## src/sv/dhf_pkg.sv

```systemverilog
// Shared constants and pipeline control type for the dual height filter.
package dhf_pkg;

  localparam int WINDOW_DEF      = 100;
  localparam int SAMPLE_BITS_DEF = 10;

  localparam int          CFG_BITS    = 4;
  localparam logic [3:0]  SHIFT_MIN   = 4'd1;
  localparam logic [3:0]  SHIFT_MAX   = 4'd8;
  localparam logic [3:0]  SHIFT_RESET = 4'd4;

  // Extra accumulator headroom over a sample: covers the largest shift.
  localparam int ACC_EXTRA = 8;

  typedef struct packed {
    logic ld1;     // beat accepted: sample and ring read enter stage 1
    logic ld2;     // stage 1 -> 2: running sum update
    logic ld3;     // stage 2 -> 3: reciprocal multiply
    logic ld4;     // stage 3 -> 4: leaky integrator update
    logic ld_out;  // stage 4 -> output register
  } pipe_ctl_t;

endpackage

```

## src/sv/dhf_ring.sv

```systemverilog
// Sample ring memory with per-entry valid bits; unwritten entries read as zero.
module dhf_ring #(
  parameter int WINDOW      = dhf_pkg::WINDOW_DEF,
  parameter int SAMPLE_BITS = dhf_pkg::SAMPLE_BITS_DEF,
  parameter int AW          = $clog2(WINDOW)
) (
  input  logic                   clk,
  input  logic                   rst_n,
  input  logic                   wr_en,
  input  logic [AW-1:0]          addr,
  input  logic [SAMPLE_BITS-1:0] wr_data,
  output logic [SAMPLE_BITS-1:0] rd_data
);
  import dhf_pkg::*;

  logic [SAMPLE_BITS-1:0] mem [WINDOW];
  logic [WINDOW-1:0]      vld_r;
  logic [SAMPLE_BITS-1:0] rd_data_r;
  logic                   rd_vld_r;

  // Read and write share the address: the read returns the entry being replaced.
  always_ff @(posedge clk) begin
    if (wr_en) begin
      rd_data_r <= mem[addr];
      mem[addr] <= wr_data;
    end
  end

  always_ff @(posedge clk) begin
    if (!rst_n) begin
      vld_r    <= '0;
      rd_vld_r <= 1'b0;
    end else if (wr_en) begin
      rd_vld_r    <= vld_r[addr];
      vld_r[addr] <= 1'b1;
    end
  end

  assign rd_data = rd_vld_r ? rd_data_r : '0;

endmodule

```

## src/sv/dhf_lane.sv

```systemverilog
// One channel datapath: running sum, divide by window, leaky integrator.
module dhf_lane #(
  parameter int WINDOW      = dhf_pkg::WINDOW_DEF,
  parameter int SAMPLE_BITS = dhf_pkg::SAMPLE_BITS_DEF
) (
  input  logic                       clk,
  input  logic                       rst_n,
  input  dhf_pkg::pipe_ctl_t         ctl,
  input  logic [dhf_pkg::CFG_BITS-1:0] shift,
  input  logic [SAMPLE_BITS-1:0]     in_sample,
  input  logic [SAMPLE_BITS-1:0]     old_sample,
  output logic [SAMPLE_BITS-1:0]     fast,
  output logic [SAMPLE_BITS-1:0]     slow
);
  import dhf_pkg::*;

  localparam int SUM_W = $clog2(WINDOW * ((1 << SAMPLE_BITS) - 1) + 1);
  localparam int REC_K = SUM_W + $clog2(WINDOW);
  localparam longint REC_M = ((64'd1 << REC_K) + longint'(WINDOW) - 1) / WINDOW;
  localparam int PW    = REC_K + SAMPLE_BITS;
  localparam int AW    = SAMPLE_BITS + ACC_EXTRA;

  logic [SAMPLE_BITS-1:0] new_r;
  logic [SUM_W-1:0]       sum_r;
  logic [PW-1:0]          prod_r;
  logic [SAMPLE_BITS-1:0] fast4_r;
  logic [AW-1:0]          acc_r;
  logic [AW-1:0]          acc_nxt;
  logic [SAMPLE_BITS-1:0] quot;
  logic [SAMPLE_BITS-1:0] fast_r;
  logic [SAMPLE_BITS-1:0] slow_r;
  logic [AW-1:0]          acc_sh;

  // Reciprocal is exact for every sum below 2^SUM_W, so no correction step.
  assign quot    = prod_r[REC_K +: SAMPLE_BITS];
  assign acc_nxt = acc_r - (acc_r >> shift) + AW'(quot);
  assign acc_sh  = acc_r >> shift;

  always_ff @(posedge clk) begin
    if (ctl.ld1) new_r <= in_sample;
    if (ctl.ld3) prod_r <= PW'(sum_r) * PW'(REC_M);
    if (ctl.ld4) fast4_r <= quot;
    if (ctl.ld_out) begin
      fast_r <= fast4_r;
      slow_r <= acc_sh[SAMPLE_BITS-1:0];
    end
  end

  always_ff @(posedge clk) begin
    if (!rst_n) begin
      sum_r <= '0;
      acc_r <= '0;
    end else begin
      if (ctl.ld2) sum_r <= sum_r - SUM_W'(old_sample) + SUM_W'(new_r);
      if (ctl.ld4) acc_r <= acc_nxt;
    end
  end

  assign fast = fast_r;
  assign slow = slow_r;

endmodule

```

## src/sv/dual_height_fir_iir_filter_core.sv

```systemverilog
// Dual height filter top: handshake control, ring position, shift register.
// Throughput: one beat per cycle while out_stall is low; an accepted beat
// moves through v1_r, v2_r, v3_r, v4_r and ov_r. The ring memory reads and
// writes the same entry in the accept cycle; the five-register pipeline
// holds under stall. Reset: synchronous on rst_n; rings read as zero, sums,
// accumulators and ring position clear, smoothing shift returns to 4.
module dual_height_fir_iir_filter_core #(
  parameter int WINDOW      = dhf_pkg::WINDOW_DEF,
  parameter int SAMPLE_BITS = dhf_pkg::SAMPLE_BITS_DEF
) (
  input  logic                         clk,
  input  logic                         rst_n,
  input  logic                         in_valid,
  output logic                         in_stall,
  input  logic [SAMPLE_BITS-1:0]       in_left_sample,
  input  logic [SAMPLE_BITS-1:0]       in_right_sample,
  output logic                         out_valid,
  input  logic                         out_stall,
  output logic [SAMPLE_BITS-1:0]       out_left_fast,
  output logic [SAMPLE_BITS-1:0]       out_right_fast,
  output logic [SAMPLE_BITS-1:0]       out_left_slow,
  output logic [SAMPLE_BITS-1:0]       out_right_slow,
  input  logic                         cfg_valid,
  output logic                         cfg_ready,
  input  logic [dhf_pkg::CFG_BITS-1:0] cfg_data
);
  import dhf_pkg::*;

  localparam int PAW = $clog2(WINDOW);

  logic [PAW-1:0]      pos_r;
  logic [PAW-1:0]      pos_nxt;
  logic [CFG_BITS-1:0] shift_r;
  logic [CFG_BITS-1:0] eff_shift;
  logic                v1_r, v2_r, v3_r, v4_r, ov_r;
  logic                rdy1, rdy2, rdy3, rdy4, rdy_out;
  pipe_ctl_t           ctl;
  logic [SAMPLE_BITS-1:0] left_old, right_old;

  // Each stage takes a beat when it is empty or its content moves on.
  assign rdy_out    = !ov_r || !out_stall;
  assign ctl.ld_out = v4_r && rdy_out;
  assign rdy4       = !v4_r || ctl.ld_out;
  assign ctl.ld4    = v3_r && rdy4;
  assign rdy3       = !v3_r || ctl.ld4;
  assign ctl.ld3    = v2_r && rdy3;
  assign rdy2       = !v2_r || ctl.ld3;
  assign ctl.ld2    = v1_r && rdy2;
  assign rdy1       = !v1_r || ctl.ld2;
  assign ctl.ld1    = in_valid && rdy1;
  assign in_stall   = !rdy1;

  assign cfg_ready = 1'b1;

  always_comb begin
    eff_shift = shift_r;
    if (shift_r < SHIFT_MIN) eff_shift = SHIFT_MIN;
    if (shift_r > SHIFT_MAX) eff_shift = SHIFT_MAX;
  end

  assign pos_nxt = (pos_r == PAW'(WINDOW - 1)) ? '0 : pos_r + PAW'(1);

  always_ff @(posedge clk) begin
    if (!rst_n) begin
      pos_r   <= '0;
      shift_r <= SHIFT_RESET;
      v1_r    <= 1'b0;
      v2_r    <= 1'b0;
      v3_r    <= 1'b0;
      v4_r    <= 1'b0;
      ov_r    <= 1'b0;
    end else begin
      if (cfg_valid && cfg_ready) shift_r <= cfg_data;
      if (ctl.ld1) pos_r <= pos_nxt;
      v1_r <= ctl.ld1 || (v1_r && !ctl.ld2);
      v2_r <= ctl.ld2 || (v2_r && !ctl.ld3);
      v3_r <= ctl.ld3 || (v3_r && !ctl.ld4);
      v4_r <= ctl.ld4 || (v4_r && !ctl.ld_out);
      ov_r <= ctl.ld_out || (ov_r && out_stall);
    end
  end

  dhf_ring #(.WINDOW(WINDOW), .SAMPLE_BITS(SAMPLE_BITS), .AW(PAW)) u_left_ring (
    .clk     (clk),
    .rst_n   (rst_n),
    .wr_en   (ctl.ld1),
    .addr    (pos_r),
    .wr_data (in_left_sample),
    .rd_data (left_old)
  );

  dhf_ring #(.WINDOW(WINDOW), .SAMPLE_BITS(SAMPLE_BITS), .AW(PAW)) u_right_ring (
    .clk     (clk),
    .rst_n   (rst_n),
    .wr_en   (ctl.ld1),
    .addr    (pos_r),
    .wr_data (in_right_sample),
    .rd_data (right_old)
  );

  dhf_lane #(.WINDOW(WINDOW), .SAMPLE_BITS(SAMPLE_BITS)) u_left_lane (
    .clk        (clk),
    .rst_n      (rst_n),
    .ctl        (ctl),
    .shift      (eff_shift),
    .in_sample  (in_left_sample),
    .old_sample (left_old),
    .fast       (out_left_fast),
    .slow       (out_left_slow)
  );

  dhf_lane #(.WINDOW(WINDOW), .SAMPLE_BITS(SAMPLE_BITS)) u_right_lane (
    .clk        (clk),
    .rst_n      (rst_n),
    .ctl        (ctl),
    .shift      (eff_shift),
    .in_sample  (in_right_sample),
    .old_sample (right_old),
    .fast       (out_right_fast),
    .slow       (out_right_slow)
  );

  assign out_valid = ov_r;

endmodule

```

## config.mk

```make
export PLATFORM = sky130hd
export DESIGN_NAME = dual_height_fir_iir_filter_core
export DESIGN_NICKNAME = d
export VERILOG_FILES = /design/src/sv/dhf_pkg.sv /design/src/sv/dhf_ring.sv /design/src/sv/dhf_lane.sv /design/src/sv/dual_height_fir_iir_filter_core.sv
export SDC_FILE = /design/constraint.sdc
export NUM_CORES = 2
export LEC_CHECK = 0
export ABC_AREA = 0
export BUFFER_PORTS_ARGS = -buffer_cell sky130_fd_sc_hd__buf_2
export CAP_MARGIN = 20
export CORE_MARGIN = 10
export CORE_UTILIZATION = 50
export CTS_BUF_LIST = sky130_fd_sc_hd__clkbuf_8
export CTS_CLUSTER_SIZE = 28
export DETAILED_ROUTE_END_ITERATION = 12
export HOLD_SLACK_MARGIN = 0.03
export PLACE_DENSITY = 0.67
export SYNTH_ARGS = -nofsm -noshare
export SYNTH_HDL_FRONTEND = slang
export SYNTH_SLANG_ARGS = --single-unit
```

## constraint.sdc

```tcl
create_clock -name clk -period 11.7 [get_ports clk]
set_input_delay 1.17 -clock clk [delete_from_list [all_inputs] [get_ports clk]]
set_output_delay 1.17 -clock clk [all_outputs]
set_load 0.01 [all_outputs]
```

---- After elaboration in Yosys (flattened, before gate mapping) ----
Memories as Yosys holds them, arrays and structs flattened. A register that Yosys moved wholly into a read port is not among the register bits.
Index checks and enable logic that the tools add are counted.
storage, ports and cells
  output and inout port bits .............. 43
  register bits ........................... 436
  memory bits (writable) .................. 2000
  input bits .............................. 29
  memories kept ........................... 2
  word-level logic and storage cells ...... 92
cells by class
  equality and inequality tests ........... 1
  add/sub/neg operators ................... 9
  bitwise operators ....................... 2
  $mul .................................... 2
  shift operators ......................... 2
  multiplexer cells ....................... 13
  reductions and logical operators ........ 32
  order comparisons ....................... 4
memory list
  memory            depth  bits a word  rd ports  clocked after memory_dff  wr ports  RTL line        text
  u_left_ring.mem   100    10           1         1                         1         dhf_ring.sv:16  logic [SAMPLE_BITS-1:0] mem [WINDOW];
  u_right_ring.mem  100    10           1         1                         1         dhf_ring.sv:16
operators with widths
  operator                  count
  $or A100 B100 Y100        2
  $mul A17 B18 Y34 const B  2
  $add A18 B10 Y18          2
  $shr A18 B4 Y18           2
  $sub A18 B18 Y18          2
  $add A17 B10 Y17          2
  $sub A17 B10 Y17          2
  $mux W10                  2
  $bmux W1 S7               2
  $logic_and A1 B1 Y1       11
  $logic_not A1 Y1          11
  $logic_or A1 B1 Y1        10
  $lt A7 B8 Y1 const B      1
  $mux W4                   2
  $add A7 B1 Y7 const B     1
  $demux W1 S7              1
  $eq A7 B7 Y1 const B      1
  $ge A7 B1 Y1 const B      1
  $mux W7                   1
  $mux W1                   5
  $gt A4 B4 Y1 const B      1
  $lt A4 B1 Y1 const B      1

---- Longest topological paths before layout ----
  word-level depth ........................ 13
  depth in mapped cells ................... 24
  gate-level depth less buffers ........... 22

---- Hierarchy ----
From an unflattened synthesis, not the netlist that was laid out.
unflattened totals
  cells, all modules ...................... 7217
  area total of the unflattened synthesis .. 108765.6 um2
modules (own cells, without submodules)
  module                           instances  area an instance (um2)  seq. area each (um2)  cells an instance
  dhf_ring                         2          43016.3                 32351.0               2451
  dhf_lane at u_left_lane          1          11136.9                 2202.1                1134
  dhf_lane at u_right_lane         1          10861.7                 2202.1                1094
  dual_height_fir_iir_filter_core  1          734.5                   320.3                 87

---- Least setup slack after synthesis ----
No wires, ideal clock.
  path type ............................... register -> register
  from .................................... reg u_right_lane.sum_r[6]
  to ...................................... reg u_right_lane.prod_r[33] (data pin)
  library setup time ...................... 0.260 ns
  required time ........................... 11.440 ns
  clock period less this slack ............ 5.549 ns
  cell stages (with the launch flop) ...... 21
  slack ................................... 6.151 ns
  buffers on the path ..................... 0
  arrival ................................. 5.289 ns
  cell sequence ........................... dfxtp_1 inv_1 fa_1 fa_1 fa_1 inv_1 fa_1 fa_1 inv_1 fa_1 inv_1 ha_1 a21o_1 a21oi_1 or3_1 nand4b_1 a211oi_1 nor2_1 a211o_1 a21oi_1 xnor2_1
between the ends
  word-level cells in the longest chain between the ends .. 1
RTL lines
  what                    RTL line        text
  from (decl)             dhf_lane.sv:24  logic [SUM_W-1:0] sum_r;
  from (signal assigned)  dhf_lane.sv:54  if (ctl.ld2) sum_r <= sum_r - SUM_W'(old_sample) + SUM_W'(new_r);
  $mul A17 B18 Y34        dhf_lane.sv:41  if (ctl.ld3) prod_r <= PW'(sum_r) * PW'(REC_M);
  to (signal assigned)    dhf_lane.sv:41
  to (decl)               dhf_lane.sv:25  logic [PW-1:0] prod_r;
Every way passes these cells.
A chain may end at the register's enable or synchronous reset.

---- Final worst setup path ----
  from .................................... reg u_left_lane.sum_r[6]
  to ...................................... reg u_left_lane.prod_r[33] (data pin)
between the ends
  word-level cells in the longest chain between the ends .. 1
RTL lines
  what                    RTL line
  from (decl)             dhf_lane.sv:24
  from (signal assigned)  dhf_lane.sv:54
  $mul A17 B18 Y34        dhf_lane.sv:41
  to (signal assigned)    dhf_lane.sv:41
  to (decl)               dhf_lane.sv:25
Every way passes these cells.

==> metrics.txt <==
number of synthesized flops with an enable pin=2,120; worst setup path class=reg -> reg; die area=232,200 um2; nets=8,182; most frequent cell after synthesis=edfxtp_1; Async SR Flop Fraction=0; Mapped Nets=7,918; All-Layer GR Usage=0.2719; Avg Inst Size Synth=14.67 um2; Unique masters post-synth=79; Area growth syn-to-layout=10.84%; RSZ-0062 raised after global routing=no; WP data required=12.46 ns; main flop type after synthesis=edfxtp_1; reg2reg end=u_left_lane.prod_r[33]; Lkg Pwr=41.75 nW; reg2reg setup slack=5.39 ns; CTS clock-pin slew for the worst setup and hold paths=0.06 ns; GRT overflow=0; final hold viol count=0; # hold bufs at CTS=0; Syn Inst Count=7,270; post-DR vias/cell=6.291; GPL Wtd Cong=0.9361; Fin Clk Skew=0.1283 ns; post-route setup slack=5.388 ns; Final Max Tran Viols=0; FILL cells=16,670; DRC violations left=0; Int Power=0.01523 W; r2r startpoint=u_left_lane.sum_r[6]; top cell type's share of synthesized area=0.5968; Initial Util=0.5029; Gate power share=0.255; crit path capture=u_left_lane.prod_r[33]; I/O pin count=72; sequential fraction of the synthesis area=0.6509; TritonCTS clock tree=built; post-detailed-route wirelength per cell=30.27 um; pwr dens=186.6 nW/um2; Switch Pwr=0.006836 W; post-synthesis register bit count=2,408; Critical Path Start=u_left_lane.sum_r[6]; R2R depth=20; crit start category=flip-flop; area leader, netlist=edfxtp_1; Vias=67,130; Clk Latency, worst-skew pair=1.11 ns; worst min path class=in -> reg; htree depth=5; Setup Fix Bufs, Post-CTS=0; post-synthesis cell area=106,700 um2; Final Cycle Share=0.5395; Synth warnings=0; largest net degree at the start of global routing=114; CTS Buffer Depth=4; Chip Height=481.9 um; # clock sinks=2,408; Rel. slew slack=0.1155; first-pass GRT wire length=462,200 um; maximum vdd drop=0.1246 mV; fmax=0.1584 GHz; initial antenna violation count=24; final wirelength=322,900 um; Worst Hold Launch=in_right_sample[6]; status=completed; First-pass DRT Iterations=6; worst slew pin tran=1.327 ns; Synth top cells by count=edfxtp_1 (2,120), nor2_1 (763), inv_1 (503); dpl ws=5.246 ns; Core ar.=212,100 um2; Clk pwr share=0.310; top cells by area in the synthesized netlist=edfxtp_1 (60%), dfxtp_1 (5.4%), fa_1 (4.8%); CTS Buf Count=394; # resized after CTS=0; critical path peak fanout=9; row count=169; chip width=481.9 um; final setup fails=0; vias in the first global route=65,650; HPWL Detailed=189,800 um; Final Critical Period=6.312 ns; clk root buf=clkbuf_8; crit path DAT=7.08 ns; max-capacitance violation count=0; crit end category=flip-flop; Reg power frac=0.435; Switching Share=0.3098; ANT nets after route=0; input/output buffers=70; setup_tns=0 ns; share of cells above drive strength 1=0.1552; drt first-iter violations=9,276
## area by class of cell
type                    count  area [um2]  share of cell area
clock buffers             431        5932             0.05018
flip-flops and latches   2408       69440              0.5874
well taps                2821        3530             0.02986
diodes                     10       25.02           0.0002117
clock inverters           270        1287             0.01089
inverters                 507        1921             0.01625
multi-input cells        3973       34100              0.2885
repair buffers            250        1983             0.01677
## metal layers
| layer | wire length [um] | global-route usage |
|---|---|---|
| met1 | 120700 | 0.3592 |
| met2 | 145100 | 0.4177 |
| met3 | 39840 | 0.07546 |
| met4 | 17290 | 0.1293 |
| met5 | 65 | 0 |
## layout by cell type, fill, tap and decap left out, types with 15 or more instances in the layout
| master | synthesis | layout |
|---|---|---|
| mux4_2 | 155 | 155 |
| dfxtp_1 | 288 | 282 |
| nand2_1 | 288 | 282 |
| mux2_2 | 159 | 159 |
| nand2b_1 | 18 | 18 |
| a22o_1 | 40 | 40 |
| o221ai_1 | 23 | 23 |
| buf_2 | 123 | 51 |
| clkbuf_8 | 0 | 431 |
| a22oi_1 | 106 | 106 |
| nor2_1 | 763 | 652 |
| fa_1 | 255 | 255 |
| o21ai_0 | 199 | 199 |
| nor2b_1 | 33 | 26 |
| o22ai_1 | 101 | 101 |
| inv_1 | 503 | 657 |
| nor3_1 | 37 | 36 |
| nand4_1 | 20 | 20 |
| a211oi_1 | 43 | 43 |
| and2_1 | 32 | 30 |
| o21a_1 | 15 | 15 |
| clkinv_2 | 0 | 41 |
| o211ai_1 | 16 | 16 |
| edfxtp_1 | 2120 | 2120 |
| nor2_4 | 0 | 52 |
| nor2_2 | 1 | 60 |
| a21o_1 | 36 | 36 |
| clkinv_1 | 4 | 57 |
| ha_1 | 364 | 364 |
| a31oi_1 | 24 | 24 |
| xnor2_1 | 53 | 53 |
| a21oi_1 | 314 | 314 |
| buf_4 | 47 | 179 |
| a221oi_1 | 334 | 334 |
| and3_1 | 15 | 15 |
| nand3_1 | 55 | 55 |
| mux2i_1 | 291 | 291 |
| xor2_1 | 21 | 21 |
## worst max-delay path, cell delays in order (launching register included)
cell and delay, ns:
dfxtp_1 0.53, inv_1 0.24, fa_1 0.49, fa_1 0.52, fa_1 0.52, inv_1 0.05, fa_1 0.44, fa_1 0.51
inv_1 0.05, fa_1 0.48, inv_1 0.04, ha_1 0.28, nand4_1 0.12, nor2_1 0.12, o2111ai_1 0.12, o31ai_1 0.47
a31oi_1 0.27, o21ai_0 0.35, a21oi_1 0.16, o21bai_1 0.19, xnor2_1 0.09
## kinds of logic (layout without fill, tap and decap cells)
logic type,after synthesis,in the layout,share of synthesized area
AO/OA/AOI/OAI,1361,1361,0.08839
XOR/XNOR,74,74,0.006076
other,1,11,0.00003516
multiplexers,607,607,0.07732
flip-flops,2408,2408,0.6509
adder cells (fa/ha/maj),619,619,0.09056
buffers and inverters,889,1458,0.03526
AND/OR/NAND/NOR,1311,1311,0.05146
## through the flow
stage / cell area (um2) / instances / hold slack [ns] / total power [W] / util
after detailed placement: 110900 / 9952 / 0.4045 / 0.01539 / 0.5227
after floorplan: 106700 / 7270 / 0.4003 / 0.01370 / -
final: 118200 / 10670 / 0.3330 / 0.02207 / 0.5574
after CTS: 118100 / 10650 / 0.2285 / 0.02214 / 0.5568
after global routing: 118200 / 10670 / 0.2806 / 0.02332 / 0.5574
after global placement: 110800 / 9950 / 0.4023 / 0.01525 / 0.5226
## sequential cells by signal, indices dropped and copies added, names as in the netlist, 17 cells and up
register,flops
u_left_ring.mem,1000
u_left_ring.vld_r,100
u_right_ring.mem,1000
u_left_lane.acc_r,18
u_left_lane.sum_r,17
u_right_ring.vld_r,100
u_right_lane.sum_r,17
u_right_lane.acc_r,18
## worst min path at each step
stage	depth (start not counted)	endpoint
finish	1	u_right_ring.mem[68][6]
global route	1	u_right_ring.mem[68][6]
CTS	1	u_right_ring.mem[68][6]
detailed placement	0	u_left_lane.fast[9]
global placement	0	u_right_lane.fast[8]
floorplan	0	u_left_lane.fast[0]
## power by group through the flow
stage	Clock (W)	Sequential, W	Combinational [W]
2_1_floorplan	0	0.00973	0.00396
3_3_place_gp	0	0.00978	0.00547
3_5_place_dp	0	0.00979	0.00560
4_1_cts	0.00689	0.00961	0.00564
5_1_grt	0.00726	0.00961	0.00644
6_report	0.00685	0.00960	0.00562
Power figures use the tool's default switching activity.
